## src/sv/shamh_pkg.sv

```systemverilog
`timescale 1ns / 1ps
`default_nettype none

package shamh_pkg;

   // Buffer fill position at which the length field starts, and the last byte slot.
   localparam logic [5:0] FILL_LEN_POS = 6'd56;
   localparam logic [5:0] FILL_LAST    = 6'd63;
   localparam logic [5:0] ROUND_LAST   = 6'd63;
   localparam logic [7:0] PAD_BYTE     = 8'h80;

   typedef enum logic [2:0] {
      ST_IDLE,
      ST_COMPRESS,
      ST_UPDATE,
      ST_PAD_ONE,
      ST_PAD_ZERO,
      ST_PAD_LEN,
      ST_FINISH
   } state_type;

   // Which block is being compressed: plain message data, the first of two
   // padding blocks, or the final block that carries the length.
   typedef enum logic [1:0] {
      PH_DATA,
      PH_PAD,
      PH_LAST
   } phase_type;

   typedef enum logic [1:0] {
      SRC_DATA,
      SRC_PAD80,
      SRC_ZERO,
      SRC_LEN
   } src_type;

   typedef struct packed {
      logic       shift_en;
      src_type    shift_sel;
      logic       count_en;
      logic       load_vars;
      logic       round_en;
      logic [5:0] round_idx;
      logic       update_chain;
      logic       finish;
   } cmd_type;

   typedef struct packed {
      logic out_busy;
   } status_type;

   function automatic logic [31:0] init_word(input logic [2:0] idx);
      logic [31:0] w;
      case (idx)
         3'd0: w = 32'h6a09e667;
         3'd1: w = 32'hbb67ae85;
         3'd2: w = 32'h3c6ef372;
         3'd3: w = 32'ha54ff53a;
         3'd4: w = 32'h510e527f;
         3'd5: w = 32'h9b05688c;
         3'd6: w = 32'h1f83d9ab;
         3'd7: w = 32'h5be0cd19;
         default: w = 32'h0;
      endcase
      return w;
   endfunction

   function automatic logic [31:0] round_k(input logic [5:0] idx);
      logic [31:0] k;
      case (idx)
         6'd0:  k = 32'h428a2f98;  6'd1:  k = 32'h71374491;
         6'd2:  k = 32'hb5c0fbcf;  6'd3:  k = 32'he9b5dba5;
         6'd4:  k = 32'h3956c25b;  6'd5:  k = 32'h59f111f1;
         6'd6:  k = 32'h923f82a4;  6'd7:  k = 32'hab1c5ed5;
         6'd8:  k = 32'hd807aa98;  6'd9:  k = 32'h12835b01;
         6'd10: k = 32'h243185be;  6'd11: k = 32'h550c7dc3;
         6'd12: k = 32'h72be5d74;  6'd13: k = 32'h80deb1fe;
         6'd14: k = 32'h9bdc06a7;  6'd15: k = 32'hc19bf174;
         6'd16: k = 32'he49b69c1;  6'd17: k = 32'hefbe4786;
         6'd18: k = 32'h0fc19dc6;  6'd19: k = 32'h240ca1cc;
         6'd20: k = 32'h2de92c6f;  6'd21: k = 32'h4a7484aa;
         6'd22: k = 32'h5cb0a9dc;  6'd23: k = 32'h76f988da;
         6'd24: k = 32'h983e5152;  6'd25: k = 32'ha831c66d;
         6'd26: k = 32'hb00327c8;  6'd27: k = 32'hbf597fc7;
         6'd28: k = 32'hc6e00bf3;  6'd29: k = 32'hd5a79147;
         6'd30: k = 32'h06ca6351;  6'd31: k = 32'h14292967;
         6'd32: k = 32'h27b70a85;  6'd33: k = 32'h2e1b2138;
         6'd34: k = 32'h4d2c6dfc;  6'd35: k = 32'h53380d13;
         6'd36: k = 32'h650a7354;  6'd37: k = 32'h766a0abb;
         6'd38: k = 32'h81c2c92e;  6'd39: k = 32'h92722c85;
         6'd40: k = 32'ha2bfe8a1;  6'd41: k = 32'ha81a664b;
         6'd42: k = 32'hc24b8b70;  6'd43: k = 32'hc76c51a3;
         6'd44: k = 32'hd192e819;  6'd45: k = 32'hd6990624;
         6'd46: k = 32'hf40e3585;  6'd47: k = 32'h106aa070;
         6'd48: k = 32'h19a4c116;  6'd49: k = 32'h1e376c08;
         6'd50: k = 32'h2748774c;  6'd51: k = 32'h34b0bcb5;
         6'd52: k = 32'h391c0cb3;  6'd53: k = 32'h4ed8aa4a;
         6'd54: k = 32'h5b9cca4f;  6'd55: k = 32'h682e6ff3;
         6'd56: k = 32'h748f82ee;  6'd57: k = 32'h78a5636f;
         6'd58: k = 32'h84c87814;  6'd59: k = 32'h8cc70208;
         6'd60: k = 32'h90befffa;  6'd61: k = 32'ha4506ceb;
         6'd62: k = 32'hbef9a3f7;  6'd63: k = 32'hc67178f2;
         default: k = 32'h0;
      endcase
      return k;
   endfunction

   function automatic logic [31:0] big_sigma0(input logic [31:0] x);
      return {x[1:0], x[31:2]} ^ {x[12:0], x[31:13]} ^ {x[21:0], x[31:22]};
   endfunction

   function automatic logic [31:0] big_sigma1(input logic [31:0] x);
      return {x[5:0], x[31:6]} ^ {x[10:0], x[31:11]} ^ {x[24:0], x[31:25]};
   endfunction

   function automatic logic [31:0] small_sigma0(input logic [31:0] x);
      return {x[6:0], x[31:7]} ^ {x[17:0], x[31:18]} ^ {3'b000, x[31:3]};
   endfunction

   function automatic logic [31:0] small_sigma1(input logic [31:0] x);
      return {x[16:0], x[31:17]} ^ {x[18:0], x[31:19]} ^ {10'b0, x[31:10]};
   endfunction

endpackage

`default_nettype wire

```

## src/sv/shamh_ctrl.sv

```systemverilog
`timescale 1ns / 1ps
`default_nettype none

module shamh_ctrl
   import shamh_pkg::*;
(
   input  wire logic       clock,
   input  wire logic       reset,
   input  wire logic       req_tvalid,
   output      logic       req_tready,
   input  wire logic       req_tuser,
   input  wire logic       req_tlast,
   input  wire status_type status,
   output      cmd_type    cmd
);

   state_type  state_ff, state_in;
   phase_type  phase_ff, phase_in;
   logic [5:0] fill_ff, fill_in;
   logic [5:0] round_ff, round_in;
   logic       last_ff, last_in;
   logic       accept;

   assign req_tready = (state_ff == ST_IDLE);
   assign accept     = req_tvalid && req_tready;

   always_ff @(posedge clock) begin
      if (reset) begin
         state_ff <= ST_IDLE;
         phase_ff <= PH_DATA;
         fill_ff  <= '0;
         round_ff <= '0;
         last_ff  <= 1'b0;
      end else begin
         state_ff <= state_in;
         phase_ff <= phase_in;
         fill_ff  <= fill_in;
         round_ff <= round_in;
         last_ff  <= last_in;
      end
   end

   // Next state and counters.
   always_comb begin
      state_in = state_ff;
      phase_in = phase_ff;
      fill_in  = fill_ff;
      round_in = round_ff;
      last_in  = last_ff;
      case (state_ff)
         ST_IDLE: begin
            if (accept) begin
               if (req_tuser) begin
                  fill_in = fill_ff + 6'd1;
                  if (fill_ff == FILL_LAST) begin
                     state_in = ST_COMPRESS;
                     phase_in = PH_DATA;
                     last_in  = req_tlast;
                  end else if (req_tlast) begin
                     state_in = ST_PAD_ONE;
                  end
               end else if (req_tlast) begin
                  state_in = ST_PAD_ONE;
               end
            end
         end
         ST_COMPRESS: begin
            round_in = round_ff + 6'd1;
            if (round_ff == ROUND_LAST) begin
               state_in = ST_UPDATE;
            end
         end
         ST_UPDATE: begin
            case (phase_ff)
               PH_DATA: begin
                  last_in  = 1'b0;
                  state_in = last_ff ? ST_PAD_ONE : ST_IDLE;
               end
               PH_PAD:  state_in = ST_PAD_ZERO;
               PH_LAST: state_in = ST_FINISH;
               default: state_in = ST_IDLE;
            endcase
         end
         ST_PAD_ONE: begin
            fill_in  = fill_ff + 6'd1;
            phase_in = PH_PAD;
            state_in = (fill_ff == FILL_LAST) ? ST_COMPRESS : ST_PAD_ZERO;
         end
         ST_PAD_ZERO: begin
            if (fill_ff == FILL_LEN_POS) begin
               state_in = ST_PAD_LEN;
            end else begin
               fill_in = fill_ff + 6'd1;
               if (fill_ff == FILL_LAST) begin
                  state_in = ST_COMPRESS;
               end
            end
         end
         ST_PAD_LEN: begin
            fill_in = fill_ff + 6'd1;
            if (fill_ff == FILL_LAST) begin
               state_in = ST_COMPRESS;
               phase_in = PH_LAST;
            end
         end
         ST_FINISH: begin
            if (!status.out_busy) begin
               state_in = ST_IDLE;
               phase_in = PH_DATA;
            end
         end
         default: state_in = ST_IDLE;
      endcase
   end

   // Commands to the datapath.
   always_comb begin
      cmd              = '0;
      cmd.shift_sel    = SRC_DATA;
      cmd.round_idx    = round_ff;
      case (state_ff)
         ST_IDLE: begin
            cmd.shift_en  = accept && req_tuser;
            cmd.count_en  = accept && req_tuser;
            cmd.load_vars = accept && req_tuser && (fill_ff == FILL_LAST);
         end
         ST_COMPRESS: cmd.round_en = 1'b1;
         ST_UPDATE:   cmd.update_chain = 1'b1;
         ST_PAD_ONE: begin
            cmd.shift_en  = 1'b1;
            cmd.shift_sel = SRC_PAD80;
            cmd.load_vars = (fill_ff == FILL_LAST);
         end
         ST_PAD_ZERO: begin
            cmd.shift_en  = (fill_ff != FILL_LEN_POS);
            cmd.shift_sel = SRC_ZERO;
            cmd.load_vars = (fill_ff == FILL_LAST);
         end
         ST_PAD_LEN: begin
            cmd.shift_en  = 1'b1;
            cmd.shift_sel = SRC_LEN;
            cmd.load_vars = (fill_ff == FILL_LAST);
         end
         ST_FINISH: cmd.finish = !status.out_busy;
         default: cmd = '0;
      endcase
   end

   // The round counter only runs inside a compression and wraps back to zero.
   a_round_idle: assert property (@(posedge clock) disable iff (reset)
      (state_ff != ST_COMPRESS) |-> (round_ff == 6'd0))
      else $error("round counter nonzero outside compression");

   // A compression always starts on a completely filled buffer.
   a_compress_full: assert property (@(posedge clock) disable iff (reset)
      (state_ff == ST_COMPRESS) |-> (fill_ff == 6'd0))
      else $error("compression with partial buffer");

   // The length field always lands in the last eight byte slots.
   a_len_pos: assert property (@(posedge clock) disable iff (reset)
      (state_ff == ST_PAD_LEN && $past(state_ff) == ST_PAD_ZERO)
      |-> (fill_ff == FILL_LEN_POS))
      else $error("length field misplaced");

   a_round_end: assert property (@(posedge clock) disable iff (reset)
      (state_ff == ST_COMPRESS && round_ff == ROUND_LAST) |=> (state_ff == ST_UPDATE))
      else $error("compression did not end after the last round");

endmodule

`default_nettype wire

```

## src/sv/shamh_datapath.sv

```systemverilog
`timescale 1ns / 1ps
`default_nettype none

module shamh_datapath
   import shamh_pkg::*;
(
   input  wire logic         clock,
   input  wire logic         reset,
   input  wire cmd_type      cmd,
   output      status_type   status,
   input  wire logic [7:0]   req_tdata,
   output      logic         rsp_tvalid,
   input  wire logic         rsp_tready,
   output      logic [255:0] rsp_tdata
);

   // The block buffer doubles as the schedule window: bytes shift in at the
   // low end, and during rounds the oldest word leaves at the top.
   logic [511:0] buf_ff;
   logic [31:0]  chain_ff [8];
   logic [31:0]  var_ff [8];
   logic [63:0]  bitcnt_ff;
   logic [255:0] out_ff;
   logic         out_valid_ff;

   logic [7:0]   shift_byte;
   logic [31:0]  w0, w1, w9, w14, new_w;
   logic [31:0]  t1, t2, ch, maj;

   always_comb begin
      case (cmd.shift_sel)
         SRC_DATA:  shift_byte = req_tdata;
         SRC_PAD80: shift_byte = PAD_BYTE;
         SRC_ZERO:  shift_byte = 8'h00;
         SRC_LEN:   shift_byte = bitcnt_ff[63:56];
         default:   shift_byte = 8'h00;
      endcase
   end

   assign w0    = buf_ff[511:480];
   assign w1    = buf_ff[479:448];
   assign w9    = buf_ff[223:192];
   assign w14   = buf_ff[63:32];
   assign new_w = small_sigma1(w14) + w9 + small_sigma0(w1) + w0;

   assign ch  = (var_ff[4] & var_ff[5]) ^ (~var_ff[4] & var_ff[6]);
   assign maj = (var_ff[0] & var_ff[1]) ^ (var_ff[0] & var_ff[2]) ^ (var_ff[1] & var_ff[2]);
   assign t1  = var_ff[7] + big_sigma1(var_ff[4]) + ch + round_k(cmd.round_idx) + w0;
   assign t2  = big_sigma0(var_ff[0]) + maj;

   always_ff @(posedge clock) begin
      if (cmd.shift_en) begin
         buf_ff <= {buf_ff[503:0], shift_byte};
      end else if (cmd.round_en) begin
         buf_ff <= {buf_ff[479:0], new_w};
      end
   end

   always_ff @(posedge clock) begin
      if (cmd.load_vars) begin
         for (int i = 0; i < 8; i++) begin
            var_ff[i] <= chain_ff[i];
         end
      end else if (cmd.round_en) begin
         var_ff[7] <= var_ff[6];
         var_ff[6] <= var_ff[5];
         var_ff[5] <= var_ff[4];
         var_ff[4] <= var_ff[3] + t1;
         var_ff[3] <= var_ff[2];
         var_ff[2] <= var_ff[1];
         var_ff[1] <= var_ff[0];
         var_ff[0] <= t1 + t2;
      end
   end

   always_ff @(posedge clock) begin
      if (reset || cmd.finish) begin
         for (int i = 0; i < 8; i++) begin
            chain_ff[i] <= init_word(3'(i));
         end
      end else if (cmd.update_chain) begin
         for (int i = 0; i < 8; i++) begin
            chain_ff[i] <= chain_ff[i] + var_ff[i];
         end
      end
   end

   always_ff @(posedge clock) begin
      if (reset || cmd.finish) begin
         bitcnt_ff <= '0;
      end else if (cmd.count_en) begin
         bitcnt_ff <= bitcnt_ff + 64'd8;
      end else if (cmd.shift_en && cmd.shift_sel == SRC_LEN) begin
         bitcnt_ff <= {bitcnt_ff[55:0], 8'h00};
      end
   end

   always_ff @(posedge clock) begin
      if (cmd.finish) begin
         out_ff <= {chain_ff[6], chain_ff[7], chain_ff[4], chain_ff[5],
                    chain_ff[2], chain_ff[3], chain_ff[0], chain_ff[1]};
      end
   end

   always_ff @(posedge clock) begin
      if (reset) begin
         out_valid_ff <= 1'b0;
      end else if (cmd.finish) begin
         out_valid_ff <= 1'b1;
      end else if (rsp_tready) begin
         out_valid_ff <= 1'b0;
      end
   end

   assign status.out_busy = out_valid_ff && !rsp_tready;
   assign rsp_tvalid      = out_valid_ff;
   assign rsp_tdata       = out_ff;

   // A new digest may only be loaded once the previous one has left.
   a_no_overwrite: assert property (@(posedge clock) disable iff (reset)
      cmd.finish |-> (!out_valid_ff || rsp_tready))
      else $error("digest overwritten before it was taken");

   // The datapath never shifts bytes in and runs a round in the same cycle.
   a_excl: assert property (@(posedge clock) disable iff (reset)
      !(cmd.shift_en && (cmd.round_en || cmd.update_chain)))
      else $error("byte shift during compression");

endmodule

`default_nettype wire

```

## src/sv/sha256_message_hasher_top.sv

```systemverilog
`timescale 1ns / 1ps
`default_nettype none

// Channel  Dir  Width  Contents
// req_     in   8+2    one message byte per word, byte flag in tuser, end mark in tlast
// rsp_     out  256    SHA-256 digest of a finished message, one word per message
//
// Message bytes are accepted while the controller is idle. The 64th byte of a
// block starts the round unit, which runs one round per cycle: the input then
// stalls for the 64 rounds and the chaining add. An end-marked word closes the
// message: padding and the length shift in one byte per cycle, with a pause in
// ST_PAD_ZERO before the length. Each padded block is compressed, and ST_FINISH
// then loads the digest once the output register is not busy.
// Reset is synchronous and returns the chaining words to the initial hash values.
// The digest sits in an output register; the next message may be fed while it
// waits; its successor holds in ST_FINISH, input stalled, until the first is taken.

module sha256_message_hasher_top
   import shamh_pkg::*;
(
   input  wire logic         clock,
   input  wire logic         reset,
   input  wire logic         req_tvalid,
   output      logic         req_tready,
   input  wire logic [7:0]   req_tdata,   // [7:0] data_byte
   input  wire logic         req_tuser,   // [0] byte_valid
   input  wire logic         req_tlast,   // end_of_message
   output      logic         rsp_tvalid,
   input  wire logic         rsp_tready,
   // [63:0] digest_bits_255_192, [127:64] digest_bits_191_128,
   // [191:128] digest_bits_127_64, [255:192] digest_bits_63_0
   output      logic [255:0] rsp_tdata
);

   cmd_type    cmd;
   status_type status;

   // The controller sequences byte intake, padding, rounds and the digest hand-off.
   shamh_ctrl u_ctrl (
      .clock      (clock),
      .reset      (reset),
      .req_tvalid (req_tvalid),
      .req_tready (req_tready),
      .req_tuser  (req_tuser),
      .req_tlast  (req_tlast),
      .status     (status),
      .cmd        (cmd)
   );

   // The datapath holds the block buffer, the round unit and the chaining words.
   shamh_datapath u_datapath (
      .clock      (clock),
      .reset      (reset),
      .cmd        (cmd),
      .status     (status),
      .req_tdata  (req_tdata),
      .rsp_tvalid (rsp_tvalid),
      .rsp_tready (rsp_tready),
      .rsp_tdata  (rsp_tdata)
   );

endmodule

`default_nettype wire

```

## config.mk

```make
export PLATFORM = sky130hd
export DESIGN_NAME = sha256_message_hasher_top
export DESIGN_NICKNAME = d
export VERILOG_FILES = /design/src/sv/shamh_pkg.sv /design/src/sv/shamh_ctrl.sv /design/src/sv/shamh_datapath.sv /design/src/sv/sha256_message_hasher_top.sv
export SDC_FILE = /design/constraint.sdc
export NUM_CORES = 2
export LEC_CHECK = 0
export ABC_AREA = 1
export BUFFER_PORTS_ARGS = -buffer_cell sky130_fd_sc_hd__buf_2
export CAP_MARGIN = 20
export CORE_MARGIN = 2
export CORE_UTILIZATION = 30
export DETAILED_ROUTE_END_ITERATION = 12
export MAX_ROUTING_LAYER = met4
export PLACE_DENSITY = 0.54
export SLEW_MARGIN = 20
export SYNTH_ARGS = -nofsm -noshare
export SYNTH_HDL_FRONTEND = slang
export SYNTH_SLANG_ARGS = --single-unit
```

## constraint.sdc

```tcl
create_clock -name clock -period 33.5 [get_ports clock]
set_clock_uncertainty 0.15 [all_clocks]
set_input_delay 3.35 -clock clock [delete_from_list [all_inputs] [get_ports clock]]
set_output_delay 3.35 -clock clock [all_outputs]
set_load 0.01 [all_outputs]
```

==> results.yml <==
run_status:
  outcome: "finished, final reports clean"
drt:
  drtAntennaViolNets: 0
  drcViolationCount: 0
  vias: 72030
  drtIter0Drc: 7427
  first_pass_iters: 6
  viasPerCell: 5.058
  wl_per_cell_um: 22.37
  drt-total-wl_um: 318600
timing:
  hold_viol: 0
  fin_crit_sh: 0.3015
  slew_headroom: 0.2293
  max_freq_mhz: 98.99
  slew_violations: 0
  worst_pin_slew_ns: 1.144
  post-route-min-period_ns: 10.10
  setup_viol: 0
  grt_setup_unrepaired: "false"
  fin_setup_tns_ns: 0
place:
  dp_cells: 13940
  portBuffers: 271
  dpl-instance-area_um2: 91560
  place_congestion: 0.9907
  place_hpwl_um: 242000
synth:
  async_flop_share: 0
  ys.flop_type: "edfxtp_1"
  syn_area_um2: 86490
  synth.avg_cell_area_um2: 8.471
  ys_types: 63
  yosys_warnings: 0
  syn-num-nets: 10810
  synth-edff-count: 1280
  synth_cells: 10210
  seq_area_frac_synth: 0.4629
  synth_seq_cells: 1360
clocking:
  holdBufCountCts: 0
  cts_buffer_depth: 4
  h-tree-depth: 4
  clock-sinks: 1360
  post_cts_buffers: 0
  path_clk_slew_ns: 0.06
  root_buffer: "clkbuf_16"
  cts_resized: 0
  cts_tree: "yes"
  clock_latency_ns: 0.87
  numCtsBuffers: 165
layout:
  drive_gt1_frac: 0.06218
  nFillCells: 30110
  stdcell_count: 14240
  utilization: 0.3365
  multiInputGateArea_um2: 41000
  seqCellArea_um2: 40040
  fin_nets: 10930
  area_growth_pct: 11.81
  fin_area_um2: 96700
setup_path:
  cp-startpoint: "u_ctrl.state_ff[0]"
  crit_end: "u_datapath.var_ff[0][20]"
  cp_data_required_time_ns: 33.97
  crit_arrival_ns: 10.57
  worstSetupEndpointType: "flip-flop"
  worst-path-buf-inv: 6
  cp.depth: 36
  critPathSlowestCell: "dfxtp_1"
  path_max_fanout: 11
  timing.rr.start: "u_ctrl.state_ff[0]"
  reg2reg_slack_ns: 23.40
  max_stage_delay_ns: 0.50
  r2r_cells: 36
  path_class: "reg -> reg"
  start_kind: "flip-flop"
  crit_family: "adder cells"
  reg2reg_to: "u_datapath.var_ff[0][20]"
floorplanning:
  io_pins: 272
  core_um2: 287400
  fp-row-count: 197
  die_x_um: 540.9
  start_util: 0.3009
  dieHeight_um: 540.9
  die_area_um2: 292600
global_routing:
  grt-ovfl-total: 0
  antenna_found_initial: 22
  grt_pass1_wl_um: 461800
  grt_use_total: 0.2167
  grt_max_degree: 205
  grt_pass1_vias: 67330
min_path:
  min_path_type: "reg -> reg"
flow_run:
  cap_violations: 0
[worst min path at each step]
stage / startpoint / to / slack, ns / depth (start not counted)
2_1_floorplan: u_datapath.bitcnt_ff[6] / u_datapath.bitcnt_ff[6] / 0.30 / 1
3_3_place_gp: u_ctrl.fill_ff[5] / u_ctrl.fill_ff[5] / 0.32 / 1
3_5_place_dp: u_ctrl.fill_ff[5] / u_ctrl.fill_ff[5] / 0.32 / 1
4_1_cts: u_ctrl.fill_ff[5] / u_ctrl.fill_ff[5] / 0.34 / 1
5_1_grt: u_datapath.bitcnt_ff[62] / u_datapath.bitcnt_ff[62] / 0.36 / 2
6_report: u_ctrl.fill_ff[5] / u_ctrl.fill_ff[5] / 0.34 / 1
[Yosys cell counts, types with 5 or more instances]
cell type,instances,area (µm²)
nand2_1,3321,12470
edfxtp_1,1280,38440
inv_1,1026,3851
o21ai_0,696,3483
a21oi_1,693,3468
nor2_1,628,2357
nand3_1,410,2052
ha_1,395,4942
clkbuf_1,232,870.8
xor2_1,202,1769
fa_1,195,3904
xnor2_1,164,1436
buf_2,117,585.6
nand4_1,117,732.0
nor3_1,98,490.5
dfxtp_1,80,1602
o21a_1,73,548.0
or2_2,56,350.3
a21o_1,50,375.4
a31oi_1,44,275.3
o211ai_1,42,315.3
o21bai_1,39,292.8
a21boi_0,30,225.2
o221ai_1,24,210.2
nor4_1,20,125.1
nand3b_1,16,120.1
o22ai_1,15,93.84
maj3_1,14,140.1
buf_1,12,45.04
o311ai_0,11,96.34
buf_4,10,75.07
inv_2,10,37.54
a211oi_1,9,67.56
o31ai_1,9,67.56
and3_1,7,43.79
a22oi_1,6,45.04
a221oi_1,5,43.79
a31o_2,5,43.79
and2_1,5,31.28
[cell usage in the layout, fill, tap and decap left out, drive strengths merged, types with 98 or more instances in the layout]
cell    synthesis  final
xnor2         164    164
inv          1037   1047
nor3           98     98
a21oi         693    693
xor2          202    202
buf           142    326
clkbuf        232    215
nand2        3325   3325
ha            395    395
edfxtp       1280   1280
nand3         412    412
nor2          633    633
fa            195    195
nand4         117    117
o21ai         698    698
[metrics by stage]
stage / hold WS, ns / setup WS (ns)
finish: 0.3375 / 23.40
global route: 0.3613 / 22.67
CTS: 0.3368 / 23.45
detailed placement: 0.3242 / 23.46
global placement: 0.3208 / 23.32
floorplan: 0.3022 / 8.414
[area by class of cell]
| type | instances | share of cell area |
|---|---|---|
| inverters | 1041 | 0.04068 |
| clock buffers | 215 | 0.04560 |
| flip-flops and latches | 1360 | 0.4140 |
| diodes | 8 | 0.0002070 |
| clock inverters | 76 | 0.007349 |
| multi-input cells | 7435 | 0.4240 |
| repair buffers | 326 | 0.01920 |
| well taps | 3781 | 0.04892 |
[registers in the layout (all words and copies together), names as in the netlist]
signal and cells:
u_datapath.buf_ff 512, u_ctrl.last_ff 1, u_datapath.chain_ff 256, u_ctrl.state_ff 3, u_datapath.var_ff 256, u_ctrl.round_ff 6, u_ctrl.fill_ff 6, u_datapath.bitcnt_ff 61
u_ctrl.phase_ff 2, u_datapath.rsp_tdata 256, u_datapath.rsp_tvalid 1
[layer usage]
layer	vias up	routed length, µm	GRT usage
met2	2441	138000	0.3204
li1	34440	-	-
met5	-	0	-
met3	448	20480	0.02842
met1	34700	149300	0.3070
met4	0	10760	0.06530
[worst register-to-register path, delay by kind of cell, from the launching register on]
kind | cells | cell delay [ns]
AOI/OAI and AO/OA | 10 | 1.91
xor gates and xnor gates | 1 | 0.47
adders and majority gates | 7 | 3.16
buffers and inverters | 6 | 0.88
DFF | 1 | 0.50
and+or+nand+nor | 12 | 2.84
[cells by family after synthesis]
kind of cell | count (synthesis) | synth area share
AND/OR/NAND/NOR | 4693 | 0.2185
adder cells (fa/ha/maj) | 604 | 0.1039
AO/OA/AOI/OAI | 1771 | 0.1137
multiplexers | 1 | 0.0001157
XOR/XNOR | 366 | 0.03706
flip-flops | 1360 | 0.4629
buffers and inverters | 1415 | 0.06384
Power is not shown: default switching activity piles up to over one toggle a cycle in this logic, so the estimate is an artifact.
